$ cat config.mk
export PLATFORM = sky130hd
export DESIGN_NAME = windowed_pulse_frequency_meter
export DESIGN_NICKNAME = d
export VERILOG_FILES = /design/src/hw/rtl/wpfm_pkg.sv /design/src/hw/rtl/wpfm_divider.sv /design/src/hw/rtl/windowed_pulse_frequency_meter.sv
export SDC_FILE = /design/constraint.sdc
export NUM_CORES = 1
export LEC_CHECK = 0
export ABC_AREA = 1
export BUFFER_PORTS_ARGS = -buffer_cell sky130_fd_sc_hd__buf_2
export CAP_MARGIN = 40
export CORE_ASPECT_RATIO = 0.7
export CORE_UTILIZATION = 35
export CTS_CLUSTER_SIZE = 40
export DETAILED_ROUTE_END_ITERATION = 8
export GPL_TIMING_DRIVEN = 0
export MAX_ROUTING_LAYER = met4
export SLEW_MARGIN = 20
export SYNTH_ARGS = -nofsm -noshare
export SYNTH_HDL_FRONTEND = slang
export SYNTH_SLANG_ARGS = --single-unit
$ cat constraint.sdc
create_clock -name aclk -period 11.7 [get_ports aclk]
set_input_delay 2.925 -clock aclk [delete_from_list [all_inputs] [get_ports aclk]]
set_output_delay 2.925 -clock aclk [all_outputs]
set_load 0.02 [all_outputs]
$ cat src/hw/rtl/wpfm_pkg.sv
// ----------------------------------------------------------------------------
// wpfm_pkg
// Shared widths, limits and status codes of the windowed pulse frequency meter.
// ----------------------------------------------------------------------------
package wpfm_pkg;

    localparam int CNT_W   = 32;
    localparam int BIT_W   = 5;
    localparam int PROD_W  = 27;
    localparam int DIV_W   = 11;
    localparam int QUOT_W  = 17;
    localparam int HZ_W    = 15;
    localparam int ST_W    = 3;
    localparam int TGT_W   = 16;
    localparam int SEL_W   = 8;
    localparam int CFG_W   = 16;

    localparam logic [TGT_W:0]    REGISTER_COUNT = 17'd256;
    localparam logic [SEL_W-1:0]  ONLY_COUNTER   = 8'd4;

    localparam logic [CNT_W-1:0]  WIN_LO_M1_MS   = 32'd999;
    localparam logic [CNT_W-1:0]  WIN_HI_MS      = 32'd2000;
    localparam logic [CNT_W-1:0]  STALE_MS       = 32'd5000;
    localparam logic [CNT_W-1:0]  MAX_DELTA      = 32'd100000;
    localparam logic [QUOT_W-1:0] MAX_HZ         = 17'd20000;

    localparam logic [ST_W-1:0] STATUS_PRIMED   = 3'd0;
    localparam logic [ST_W-1:0] STATUS_CNTRESET = 3'd1;
    localparam logic [ST_W-1:0] STATUS_MEASURED = 3'd2;
    localparam logic [ST_W-1:0] STATUS_ANOMALY  = 3'd3;
    localparam logic [ST_W-1:0] STATUS_TIMEOUT  = 3'd4;
    localparam logic [ST_W-1:0] STATUS_WAITING  = 3'd5;
    localparam logic [ST_W-1:0] STATUS_REJECTED = 3'd6;

    localparam logic CFG_TARGET  = 1'b0;
    localparam logic CFG_COUNTER = 1'b1;

endpackage

$ cat src/hw/rtl/wpfm_divider.sv
// ----------------------------------------------------------------------------
// wpfm_divider
// Restoring divider, one quotient bit per cycle, 27-bit dividend by 11 bits.
// ----------------------------------------------------------------------------
module wpfm_divider (
    input  logic                         aclk,
    input  logic                         aresetn,
    input  logic                         start,
    input  logic [wpfm_pkg::PROD_W-1:0]  dividend,
    input  logic [wpfm_pkg::DIV_W-1:0]   divisor,
    output logic                         done,
    output logic [wpfm_pkg::QUOT_W-1:0]  quotient
);

    logic                         busy_reg;
    logic                         done_reg;
    logic [wpfm_pkg::BIT_W-1:0]   step_reg;
    logic [wpfm_pkg::PROD_W-1:0]  dvd_reg;
    logic [wpfm_pkg::DIV_W-1:0]   dsr_reg;
    logic [wpfm_pkg::DIV_W-1:0]   rem_reg;
    logic [wpfm_pkg::QUOT_W-1:0]  quot_reg;

    logic [wpfm_pkg::DIV_W:0]     trial;
    logic                         fits;
    logic [wpfm_pkg::DIV_W:0]     diff;

    assign trial = {rem_reg, dvd_reg[wpfm_pkg::PROD_W-1]};
    assign fits  = trial >= {1'b0, dsr_reg};
    assign diff  = trial - {1'b0, dsr_reg};

    always_ff @(posedge aclk) begin
        if (!aresetn) begin
            busy_reg <= 1'b0;
            done_reg <= 1'b0;
            step_reg <= '0;
        end else begin
            done_reg <= 1'b0;
            if (start) begin
                busy_reg <= 1'b1;
                step_reg <= '0;
            end else if (busy_reg) begin
                if (step_reg == wpfm_pkg::BIT_W'(wpfm_pkg::PROD_W - 1)) begin
                    busy_reg <= 1'b0;
                    done_reg <= 1'b1;
                end
                step_reg <= step_reg + 1'b1;
            end
        end
    end

    always_ff @(posedge aclk) begin
        if (start) begin
            dvd_reg  <= dividend;
            dsr_reg  <= divisor;
            rem_reg  <= '0;
            quot_reg <= '0;
        end else if (busy_reg) begin
            dvd_reg  <= {dvd_reg[wpfm_pkg::PROD_W-2:0], 1'b0};
            rem_reg  <= fits ? diff[wpfm_pkg::DIV_W-1:0] : trial[wpfm_pkg::DIV_W-1:0];
            quot_reg <= {quot_reg[wpfm_pkg::QUOT_W-2:0], fits};
        end
    end

    assign done     = done_reg;
    assign quotient = quot_reg;

endmodule

$ cat src/hw/rtl/windowed_pulse_frequency_meter.sv
// ----------------------------------------------------------------------------
// windowed_pulse_frequency_meter
// Gated frequency counter over count and millisecond snapshots, bit-serial.
// Flow: a rejected or priming transaction goes straight to the output state;
//   the other non-measuring cases first run the serial subtract and compare
//   and the decision state; a measurement adds a serial multiply by 1000 and a divide.
// Throughput: one transaction at a time, held in the output state while m_tready
//   stalls; s_tready returns when the result moves to the output register.
// Reset: synchronous active-low aresetn clears tracking and the primed flag.
// ----------------------------------------------------------------------------
module windowed_pulse_frequency_meter (
    input  logic                        aclk,
    input  logic                        aresetn,
    input  logic                        cfg_we,
    input  logic                        cfg_addr,
    input  logic [wpfm_pkg::CFG_W-1:0]  cfg_wdata,
    input  logic                        s_tvalid,
    output logic                        s_tready,
    input  logic [63:0]                 s_tdata,  // pulse_count[31:0], now_ms[63:32]
    output logic                        m_tvalid,
    input  logic                        m_tready,
    output logic [23:0]                 m_tdata   // write_enable[0], frequency_hz[15:1],
                                                  // status[18:16], zero[23:19]
);

    localparam logic [2:0] S_IDLE   = 3'd0;
    localparam logic [2:0] S_SUB    = 3'd1;
    localparam logic [2:0] S_DECIDE = 3'd2;
    localparam logic [2:0] S_MUL    = 3'd3;
    localparam logic [2:0] S_DIV    = 3'd4;
    localparam logic [2:0] S_OUT    = 3'd5;

    logic [2:0]                        state_reg;
    logic [wpfm_pkg::TGT_W-1:0]        target_reg;
    logic [wpfm_pkg::SEL_W-1:0]        select_reg;
    logic                              primed_reg;
    logic [wpfm_pkg::CNT_W-1:0]        last_cnt_reg;
    logic [wpfm_pkg::CNT_W-1:0]        last_time_reg;
    logic [wpfm_pkg::CNT_W-1:0]        cnt_sr_reg;
    logic [wpfm_pkg::CNT_W-1:0]        now_sr_reg;
    logic [wpfm_pkg::CNT_W-1:0]        delta_sr_reg;
    logic [wpfm_pkg::CNT_W-1:0]        elapsed_sr_reg;
    logic [wpfm_pkg::PROD_W-1:0]       prod_sr_reg;
    logic [9:0]                        dly_reg;
    logic [1:0]                        br_reg;
    logic [wpfm_pkg::BIT_W-1:0]        bit_reg;
    logic                              bor_d_reg;
    logic                              bor_t_reg;
    logic                              lo_gt_reg;
    logic                              hi_gt_reg;
    logic                              stale_gt_reg;
    logic                              max_gt_reg;
    logic                              div_start_reg;
    logic                              res_we_reg;
    logic [wpfm_pkg::HZ_W-1:0]         res_hz_reg;
    logic [wpfm_pkg::ST_W-1:0]         res_st_reg;
    logic                              m_tvalid_reg;
    logic [23:0]                       m_tdata_reg;

    logic                              rejected;
    logic                              s_fire;
    logic                              out_load;
    logic                              a_c, b_c, a_t, b_t;
    logic                              d_bit, e_bit;
    logic                              bor_d_next, bor_t_next;
    logic [2:0]                        sub_sum;
    logic                              p_bit;
    logic [3:0]                        br_tmp;
    logic [1:0]                        br_next;
    logic                              div_done;
    logic [wpfm_pkg::QUOT_W-1:0]       div_quot;
    logic [wpfm_pkg::HZ_W-1:0]         hz_sat;

    assign rejected = ({1'b0, target_reg} >= wpfm_pkg::REGISTER_COUNT) ||
                      (select_reg != wpfm_pkg::ONLY_COUNTER);
    assign s_tready = (state_reg == S_IDLE);
    assign s_fire   = s_tvalid && s_tready;
    assign out_load = (state_reg == S_OUT) && (!m_tvalid_reg || m_tready);

    assign a_c        = cnt_sr_reg[0];
    assign b_c        = last_cnt_reg[0];
    assign a_t        = now_sr_reg[0];
    assign b_t        = last_time_reg[0];
    assign d_bit      = a_c ^ b_c ^ bor_d_reg;
    assign e_bit      = a_t ^ b_t ^ bor_t_reg;
    assign bor_d_next = (~a_c & (b_c | bor_d_reg)) | (b_c & bor_d_reg);
    assign bor_t_next = (~a_t & (b_t | bor_t_reg)) | (b_t & bor_t_reg);

    // delta*1000 as (delta << 10) - (delta << 4) - (delta << 3), LSB first
    assign sub_sum = {2'b0, dly_reg[3]} + {2'b0, dly_reg[2]} + {1'b0, br_reg};
    assign p_bit   = dly_reg[9] ^ sub_sum[0];
    assign br_tmp  = {1'b0, sub_sum} + {3'b0, p_bit} - {3'b0, dly_reg[9]};
    assign br_next = br_tmp[2:1];

    assign hz_sat = (div_quot > wpfm_pkg::MAX_HZ) ? wpfm_pkg::MAX_HZ[wpfm_pkg::HZ_W-1:0]
                                                  : div_quot[wpfm_pkg::HZ_W-1:0];

    wpfm_divider u_div (
        .aclk     (aclk),
        .aresetn  (aresetn),
        .start    (div_start_reg),
        .dividend (prod_sr_reg),
        .divisor  (elapsed_sr_reg[wpfm_pkg::DIV_W-1:0]),
        .done     (div_done),
        .quotient (div_quot)
    );

    always_ff @(posedge aclk) begin
        if (!aresetn) begin
            target_reg <= '0;
            select_reg <= wpfm_pkg::ONLY_COUNTER;
        end else if (cfg_we) begin
            unique case (cfg_addr)
                wpfm_pkg::CFG_TARGET:  target_reg <= cfg_wdata;
                wpfm_pkg::CFG_COUNTER: select_reg <= cfg_wdata[wpfm_pkg::SEL_W-1:0];
                default: ;
            endcase
        end
    end

    always_ff @(posedge aclk) begin
        if (!aresetn) begin
            state_reg     <= S_IDLE;
            primed_reg    <= 1'b0;
            last_cnt_reg  <= '0;
            last_time_reg <= '0;
            div_start_reg <= 1'b0;
            m_tvalid_reg  <= 1'b0;
        end else begin
            div_start_reg <= 1'b0;
            if (out_load) begin
                m_tvalid_reg <= 1'b1;
            end else if (m_tready) begin
                m_tvalid_reg <= 1'b0;
            end
            unique case (state_reg)
                S_IDLE: begin
                    if (s_fire) begin
                        if (rejected) begin
                            res_we_reg <= 1'b0;
                            res_hz_reg <= '0;
                            res_st_reg <= wpfm_pkg::STATUS_REJECTED;
                            state_reg  <= S_OUT;
                        end else if (!primed_reg) begin
                            last_cnt_reg  <= s_tdata[31:0];
                            last_time_reg <= s_tdata[63:32];
                            primed_reg    <= 1'b1;
                            res_we_reg    <= 1'b1;
                            res_hz_reg    <= '0;
                            res_st_reg    <= wpfm_pkg::STATUS_PRIMED;
                            state_reg     <= S_OUT;
                        end else begin
                            cnt_sr_reg   <= s_tdata[31:0];
                            now_sr_reg   <= s_tdata[63:32];
                            bor_d_reg    <= 1'b0;
                            bor_t_reg    <= 1'b0;
                            lo_gt_reg    <= 1'b0;
                            hi_gt_reg    <= 1'b0;
                            stale_gt_reg <= 1'b0;
                            max_gt_reg   <= 1'b0;
                            bit_reg      <= '0;
                            state_reg    <= S_SUB;
                        end
                    end
                end
                S_SUB: begin
                    cnt_sr_reg     <= {cnt_sr_reg[0], cnt_sr_reg[wpfm_pkg::CNT_W-1:1]};
                    now_sr_reg     <= {now_sr_reg[0], now_sr_reg[wpfm_pkg::CNT_W-1:1]};
                    last_cnt_reg   <= {last_cnt_reg[0], last_cnt_reg[wpfm_pkg::CNT_W-1:1]};
                    last_time_reg  <= {last_time_reg[0], last_time_reg[wpfm_pkg::CNT_W-1:1]};
                    delta_sr_reg   <= {d_bit, delta_sr_reg[wpfm_pkg::CNT_W-1:1]};
                    elapsed_sr_reg <= {e_bit, elapsed_sr_reg[wpfm_pkg::CNT_W-1:1]};
                    bor_d_reg      <= bor_d_next;
                    bor_t_reg      <= bor_t_next;
                    if (e_bit != wpfm_pkg::WIN_LO_M1_MS[bit_reg]) lo_gt_reg <= e_bit;
                    if (e_bit != wpfm_pkg::WIN_HI_MS[bit_reg]) hi_gt_reg <= e_bit;
                    if (e_bit != wpfm_pkg::STALE_MS[bit_reg]) stale_gt_reg <= e_bit;
                    if (d_bit != wpfm_pkg::MAX_DELTA[bit_reg]) max_gt_reg <= d_bit;
                    bit_reg <= bit_reg + 1'b1;
                    if (bit_reg == wpfm_pkg::BIT_W'(wpfm_pkg::CNT_W - 1)) begin
                        state_reg <= S_DECIDE;
                    end
                end
                S_DECIDE: begin
                    res_hz_reg <= '0;
                    if (bor_d_reg) begin
                        last_cnt_reg  <= cnt_sr_reg;
                        last_time_reg <= now_sr_reg;
                        res_we_reg    <= 1'b1;
                        res_st_reg    <= wpfm_pkg::STATUS_CNTRESET;
                        state_reg     <= S_OUT;
                    end else if (lo_gt_reg && !hi_gt_reg) begin
                        last_cnt_reg  <= cnt_sr_reg;
                        last_time_reg <= now_sr_reg;
                        if (max_gt_reg) begin
                            res_we_reg <= 1'b0;
                            res_st_reg <= wpfm_pkg::STATUS_ANOMALY;
                            state_reg  <= S_OUT;
                        end else begin
                            dly_reg   <= '0;
                            br_reg    <= '0;
                            bit_reg   <= '0;
                            state_reg <= S_MUL;
                        end
                    end else if (stale_gt_reg) begin
                        last_cnt_reg  <= cnt_sr_reg;
                        last_time_reg <= now_sr_reg;
                        res_we_reg    <= 1'b1;
                        res_st_reg    <= wpfm_pkg::STATUS_TIMEOUT;
                        state_reg     <= S_OUT;
                    end else begin
                        res_we_reg <= 1'b0;
                        res_st_reg <= wpfm_pkg::STATUS_WAITING;
                        state_reg  <= S_OUT;
                    end
                end
                S_MUL: begin
                    delta_sr_reg <= {1'b0, delta_sr_reg[wpfm_pkg::CNT_W-1:1]};
                    dly_reg      <= {dly_reg[8:0], delta_sr_reg[0]};
                    br_reg       <= br_next;
                    prod_sr_reg  <= {p_bit, prod_sr_reg[wpfm_pkg::PROD_W-1:1]};
                    bit_reg      <= bit_reg + 1'b1;
                    if (bit_reg == wpfm_pkg::BIT_W'(wpfm_pkg::PROD_W - 1)) begin
                        div_start_reg <= 1'b1;
                        state_reg     <= S_DIV;
                    end
                end
                S_DIV: begin
                    if (div_done) begin
                        res_we_reg <= 1'b1;
                        res_hz_reg <= hz_sat;
                        res_st_reg <= wpfm_pkg::STATUS_MEASURED;
                        state_reg  <= S_OUT;
                    end
                end
                S_OUT: begin
                    if (out_load) begin
                        state_reg <= S_IDLE;
                    end
                end
                default: state_reg <= S_IDLE;
            endcase
        end
    end

    always_ff @(posedge aclk) begin
        if (out_load) begin
            m_tdata_reg <= {5'b0, res_st_reg, res_hz_reg, res_we_reg};
        end
    end

    assign m_tvalid = m_tvalid_reg;
    assign m_tdata  = m_tdata_reg;

    a_reject_path: assert property (@(posedge aclk) disable iff (!aresetn)
        (s_fire && rejected) |=>
            (state_reg == S_OUT && res_st_reg == wpfm_pkg::STATUS_REJECTED))
        else $error("rejected transaction did not report rejection");

    a_hz_range: assert property (@(posedge aclk) disable iff (!aresetn)
        (state_reg == S_OUT) |-> (res_hz_reg <= wpfm_pkg::MAX_HZ[wpfm_pkg::HZ_W-1:0]))
        else $error("frequency above saturation limit");

    a_no_write_zero: assert property (@(posedge aclk) disable iff (!aresetn)
        (state_reg == S_OUT && !res_we_reg) |-> (res_hz_reg == '0))
        else $error("nonzero frequency without write");

    a_div_done_state: assert property (@(posedge aclk) disable iff (!aresetn)
        div_done |-> (state_reg == S_DIV))
        else $error("divider finished outside divide phase");

    a_prime_once: assert property (@(posedge aclk) disable iff (!aresetn)
        (s_fire && !rejected && primed_reg) |=> (state_reg == S_SUB))
        else $error("primed transaction skipped serial compare");

endmodule

==> results of run 1 <==
==> cells in the mapped netlist (2+ instances only) <==
| cell type | count |
|---|---|
| a211oi_1 | 3 |
| a21oi_1 | 88 |
| a31oi_1 | 2 |
| buf_2 | 18 |
| buf_4 | 11 |
| buf_6 | 8 |
| clkbuf_1 | 42 |
| clkinv_1 | 3 |
| dfxtp_1 | 125 |
| edfxtp_1 | 254 |
| fa_1 | 5 |
| ha_1 | 22 |
| inv_1 | 239 |
| inv_2 | 4 |
| nand2_1 | 306 |
| nand2_2 | 8 |
| nand2_4 | 2 |
| nand3_1 | 40 |
| nand3b_1 | 2 |
| nand4_1 | 16 |
| nor2_1 | 106 |
| nor2_4 | 3 |
| nor3_1 | 15 |
| nor4_1 | 6 |
| o211ai_1 | 6 |
| o21ai_0 | 94 |
| o21ai_1 | 63 |
| o21ai_2 | 2 |
| o21bai_1 | 2 |
| o221ai_1 | 64 |
| o22ai_1 | 17 |
| xnor2_1 | 5 |
| xor2_1 | 6 |
==> stage by stage <==
| stage | setup slack (ps) | total power, uW | util (%) |
|---|---|---|---|
| finish | 7240 | 4030 | 41.5 |
| global route | 7110 | 4290 | 41.5 |
| CTS | 7210 | 4070 | 41.5 |
| detailed placement | 6990 | 2920 | 39.0 |
| global placement | -672 | 2890 | 38.5 |
| floorplan | 2840 | 2600 | - |
==> metal layers <==
layer / vias up / part of all wire (%) / GRT usage, %
li1: 5762 / - / -
met3: 50 / 6.0 / 3.20
met5: - / 0 / -
met2: 305 / 42 / 22.3
met1: 5366 / 50 / 21.9
met4: 0 / 1.7 / 3.43
==> where the power goes <==
part           internal (uW)  switching, uW  total, uW
logic                    355            732       1090
clock network            628            504       1130
registers               1740           72.7       1810
==> worst paths after layout <==
check | from | to | slack, ps | cells past startpoint
worst min-delay path | elapsed_sr_reg[14] | elapsed_sr_reg[13] | 400 | 0
worst max register to register | target_reg[8] | now_sr_reg[26] | 9220 | 11
worst min register to register | elapsed_sr_reg[14] | elapsed_sr_reg[13] | 400 | 0
worst max-delay path | state_reg[2] | s_tready | 7240 | 4
==> cell type report <==
cell class,count,area (um2),area share (%)
timing repair buffer,123,718,3.82
buffer,80,425,2.27
clock buffer,55,1010,5.40
clock inverter,13,114,0.606
tap,603,754,4.02
sequential,379,10100,53.9
multi-input combinational,896,4680,24.9
antenna,5,12.5,0.0666
inverter,247,930,4.95
==> cell families after synthesis <==
logic type | share of synthesized area, %
AND/OR/NAND/NOR | 13.1
AO/OA/AOI/OAI | 12.7
XOR/XNOR | 0.598
other | 0.0233
flip-flops | 62.8
adder cells (fa/ha/maj) | 2.33
buffers and inverters | 8.40
==> flow_summary.yaml, run 1 <==
global_route:
  grt_pass1_vias: 10800
  gr-total-overflow: 0
  track_usage_pct: 15.4
  antenna_found_initial: 5
  grt_pass1_wl_mm: 56.8
  grt_max_degree: 29
setup_path:
  crit_required_ps: 8780
  critical_path_arrival_ps: 1540
  critical_path_buf_inv_count: 2
  worstPathMaxFanout: 6
  crit_type: "reg2out"
  critPathLaunchType: "flip-flop"
  crit_chain: "nor2_2 > nand2_1 > inv_2 > buf_2"
  critical_path.top_delay_family: "flip-flops"
  cp_slowest_cell: "dfxtp_1"
  max_stage_delay_ps: 400
  cp-end-kind: "output pin"
logic_synthesis:
  synth_largest_area_cell: "edfxtp_1"
  synth_area_um2: 16100
  seq_area_frac_synth_pct: 62.8
  synth.avg_cell_area_um2: 10.1
  synthArstFlopShare_pct: 0
  synth-edff-count: 254
  synth_area_leaders: "edfxtp_1 47%, dfxtp_1 16%, nand2_1 7.1%"
  synth-main-ff-cell: "edfxtp_1"
  syn_inst: 1598
  yosysWarnings: 0
  ys_types: 44
  ys_ff_latch: 379
  yosysTopAreaCellShare_pct: 47.3
power_and_ir_drop:
  power_leakage_uw: 0.00782
  cellPowerDensity_nw_per_um2: 215
  irDropWorstVdd_mv: 0.138
drt:
  firstDrtPassIters: 7
  via_count: 11500
  wl_per_cell_um: 14.5
  drtIter0Drc: 874
  vias_per_cell: 4.78
  drt-total-wl_mm: 34.7
  drtAntennaViolNets: 0
  drcViolationCount: 0
floorplanning:
  start_util_pct: 35.6
  fp.dieH_um: 182
  core_um2: 45200
  design.portCount: 112
  die_area_um2: 46900
  num_rows: 65
  die_w_um: 258
clocking:
  clockRootBuffer: "clkbuf_16"
  clkLatencyLatePin_ps: 540
  ctsHoldBuffers: 0
  cts_buffers: 37
  cts_tree: "built"
  htree_levels: 2
  post_cts_buffers: 0
  clock_sinks: 379
  cts_resized: 0
  clk_pin_slew_ps: 60
  clockBufferDepth: 3
sta:
  hold_viol: 0
  skew_ps: 20.2
  slew_viol_final: 0
  fmax_mhz: 224
  relSlewSlack_pct: 50.3
  finalCriticalPeriod_ps: 4460
  holdWs_ps: 401
  rsz0062_at_grt: "no"
  fin_tns_setup_ps: 0
  fin_crit_sh_pct: 38.1
  worst_slew_pin_slew_ps: 744
  setup_viol: 0
final_layout:
  final_common_cell: "nand2_1"
  final_nets: 1877
  mostFrequentLayoutCells: "306 x nand2_1, 254 x edfxtp_1, 239 x inv_1"
  fillers: 4488
  synthToLayoutAreaGrowth_pct: 16.5
  stdcell_count: 2401
  post_route_cells_drive_above_1_share_pct: 13.2
  design_area_um2: 18800
min_path:
  hold_class: "reg2reg"
placement:
  dp_cells: 2328
  gp_congestion: 0.860
  io_buffers: 106
  placed_area_um2: 17600
  place_hpwl_mm: 24.6
run:
  maxCapViolations: 0
status:
  status: "completed"
Power figures use the tool's default switching activity.
==> inputs of run 2 (changes only) <==
==> constraint.sdc (replaced) <==
create_clock -name aclk -period 4.4 [get_ports aclk]
set_input_delay 1.1 -clock aclk [delete_from_list [all_inputs] [get_ports aclk]]
set_output_delay 1.1 -clock aclk [all_outputs]
set_load 0.02 [all_outputs]
==> flow_summary.yaml, run 2 (synthesis gave the netlist of run 1 again) <==
floorplanning:
  design.portCount: 112
  core_um2: 45200
  die_w_um: 258
  num_rows: 65
  fp.dieH_um: 182
  die_area_um2: 46900
  start_util_pct: 35.6
sta:
  skew_ps: 17.3
  hold_viol: 0
  slew_viol_final: 0
  relSlewSlack_pct: 46.8
  fin_crit_sh_pct: 60.9
  rsz0062_at_grt: "no"
  fin_tns_setup_ps: 0
  finalCriticalPeriod_ps: 2680
  fmax_mhz: 373
  setup_viol: 0
  worst_slew_pin_slew_ps: 797
setup_path:
  critical_path_arrival_ps: 1580
  worstPathMaxFanout: 6
  cp-end-kind: "output pin"
  critPathLaunchType: "flip-flop"
  crit_required_ps: 3300
  crit_type: "reg2out"
clocking:
  clock_sinks: 379
  clockBufferDepth: 3
  ctsHoldBuffers: 0
  cts_buffers: 38
  cts_resized: 0
  clkLatencyLatePin_ps: 550
  clk_pin_slew_ps: 70
  post_cts_buffers: 0
  cts_tree: "built"
  htree_levels: 2
  clockRootBuffer: "clkbuf_16"
drt:
  drtAntennaViolNets: 0
  vias_per_cell: 4.77
  drcViolationCount: 0
  drt-total-wl_mm: 34.8
  via_count: 11400
  drtIter0Drc: 931
  firstDrtPassIters: 5
  wl_per_cell_um: 14.5
global_route:
  grt_max_degree: 30
  gr-total-overflow: 0
  track_usage_pct: 15.5
  grt_pass1_wl_mm: 57.3
  grt_pass1_vias: 10900
  antenna_found_initial: 5
final_layout:
  mostFrequentLayoutCells: "306 x nand2_1, 254 x edfxtp_1, 239 x inv_1"
  final_common_cell: "nand2_1"
  final_nets: 1874
  fillers: 4405
  post_route_cells_drive_above_1_share_pct: 13.5
  design_area_um2: 18900
  synthToLayoutAreaGrowth_pct: 17.5
power_and_ir_drop:
  cellPowerDensity_nw_per_um2: 580
  seqPwrFrac_pct: 43.9
  clockPowerShare_pct: 29.6
  irDropWorstVdd_mv: 0.291
  internal-power_uw: 7440
  power_leakage_uw: 0.00787
  p_sw_share_pct: 32.2
  combinationalPowerShare_pct: 26.5
  p_sw_uw: 3530
  totalPowerFinal_uw: 11000
placement:
  placed_area_um2: 17700
  io_buffers: 106
  place_hpwl_mm: 24.7
  gp_congestion: 0.909
status:
  status: "completed"
run:
  maxCapViolations: 0
min_path:
  hold_class: "reg2reg"
==> run 2: area by class of cell <==
class	instances	area, um2	area share (%)
antenna	4	10.0	0.0529
buffer	80	425	2.25
clock buffer	49	1030	5.46
clock inverter	21	210	1.11
inverter	247	930	4.91
multi-input combinational	896	4690	24.8
sequential	379	10100	53.5
tap	603	754	3.98
timing repair buffer	119	751	3.97
==> run 2: worst paths after layout <==
path                    startpoint                  to  slack (ps)  depth (start not counted)
hold / removal    delta_sr_reg[24]    delta_sr_reg[23]         400                          0
hold reg to reg   delta_sr_reg[24]    delta_sr_reg[23]         400                          0
setup / recovery      state_reg[2]            s_tready        1720                          4
setup reg to reg      state_reg[2]  elapsed_sr_reg[15]        1830                          9
==> run 2: worst max-delay path, stage by stage (launching register included) <==
cell and delay (ps):
dfxtp_1 420, nor2_2 240, nand2_1 90, inv_2 110, buf_2 180
==> run 2: through the flow <==
stage / std cells / utilization [%] / hold WS, ps / setup slack (ps)
6_report: 2398 / 41.9 / 404 / 1720
5_1_grt: 2398 / 41.9 / 409 / 1660
4_1_cts: 2394 / 41.8 / 395 / 1700
3_5_place_dp: 2324 / 39.1 / 405 / 1410
3_3_place_gp: 2311 / 38.5 / 401 / -717
2_1_floorplan: 1602 / - / 400 / 618
==> run 2: power groups by stage <==
| stage | Sequential (uW) | Clock, uW | Combinational [uW] |
|---|---|---|---|
| floorplan | 4880 | 0 | 2030 |
| global placement | 4900 | 0 | 2750 |
| detailed placement | 4890 | 0 | 2900 |
| CTS | 4820 | 3320 | 2920 |
| global route | 4880 | 3480 | 3280 |
| finish | 4820 | 3250 | 2910 |
==> run 2: per-layer routing <==
metal  global-route usage (%)  vias to the layer above  part of all wire, %
li1                         -                     5753                    -
met1                     22.4                     5344                   50
met2                     22.2                      284                   42
met3                     2.81                       54                  5.7
met4                     3.91                        0                  1.9
met5                        -                        -                    0
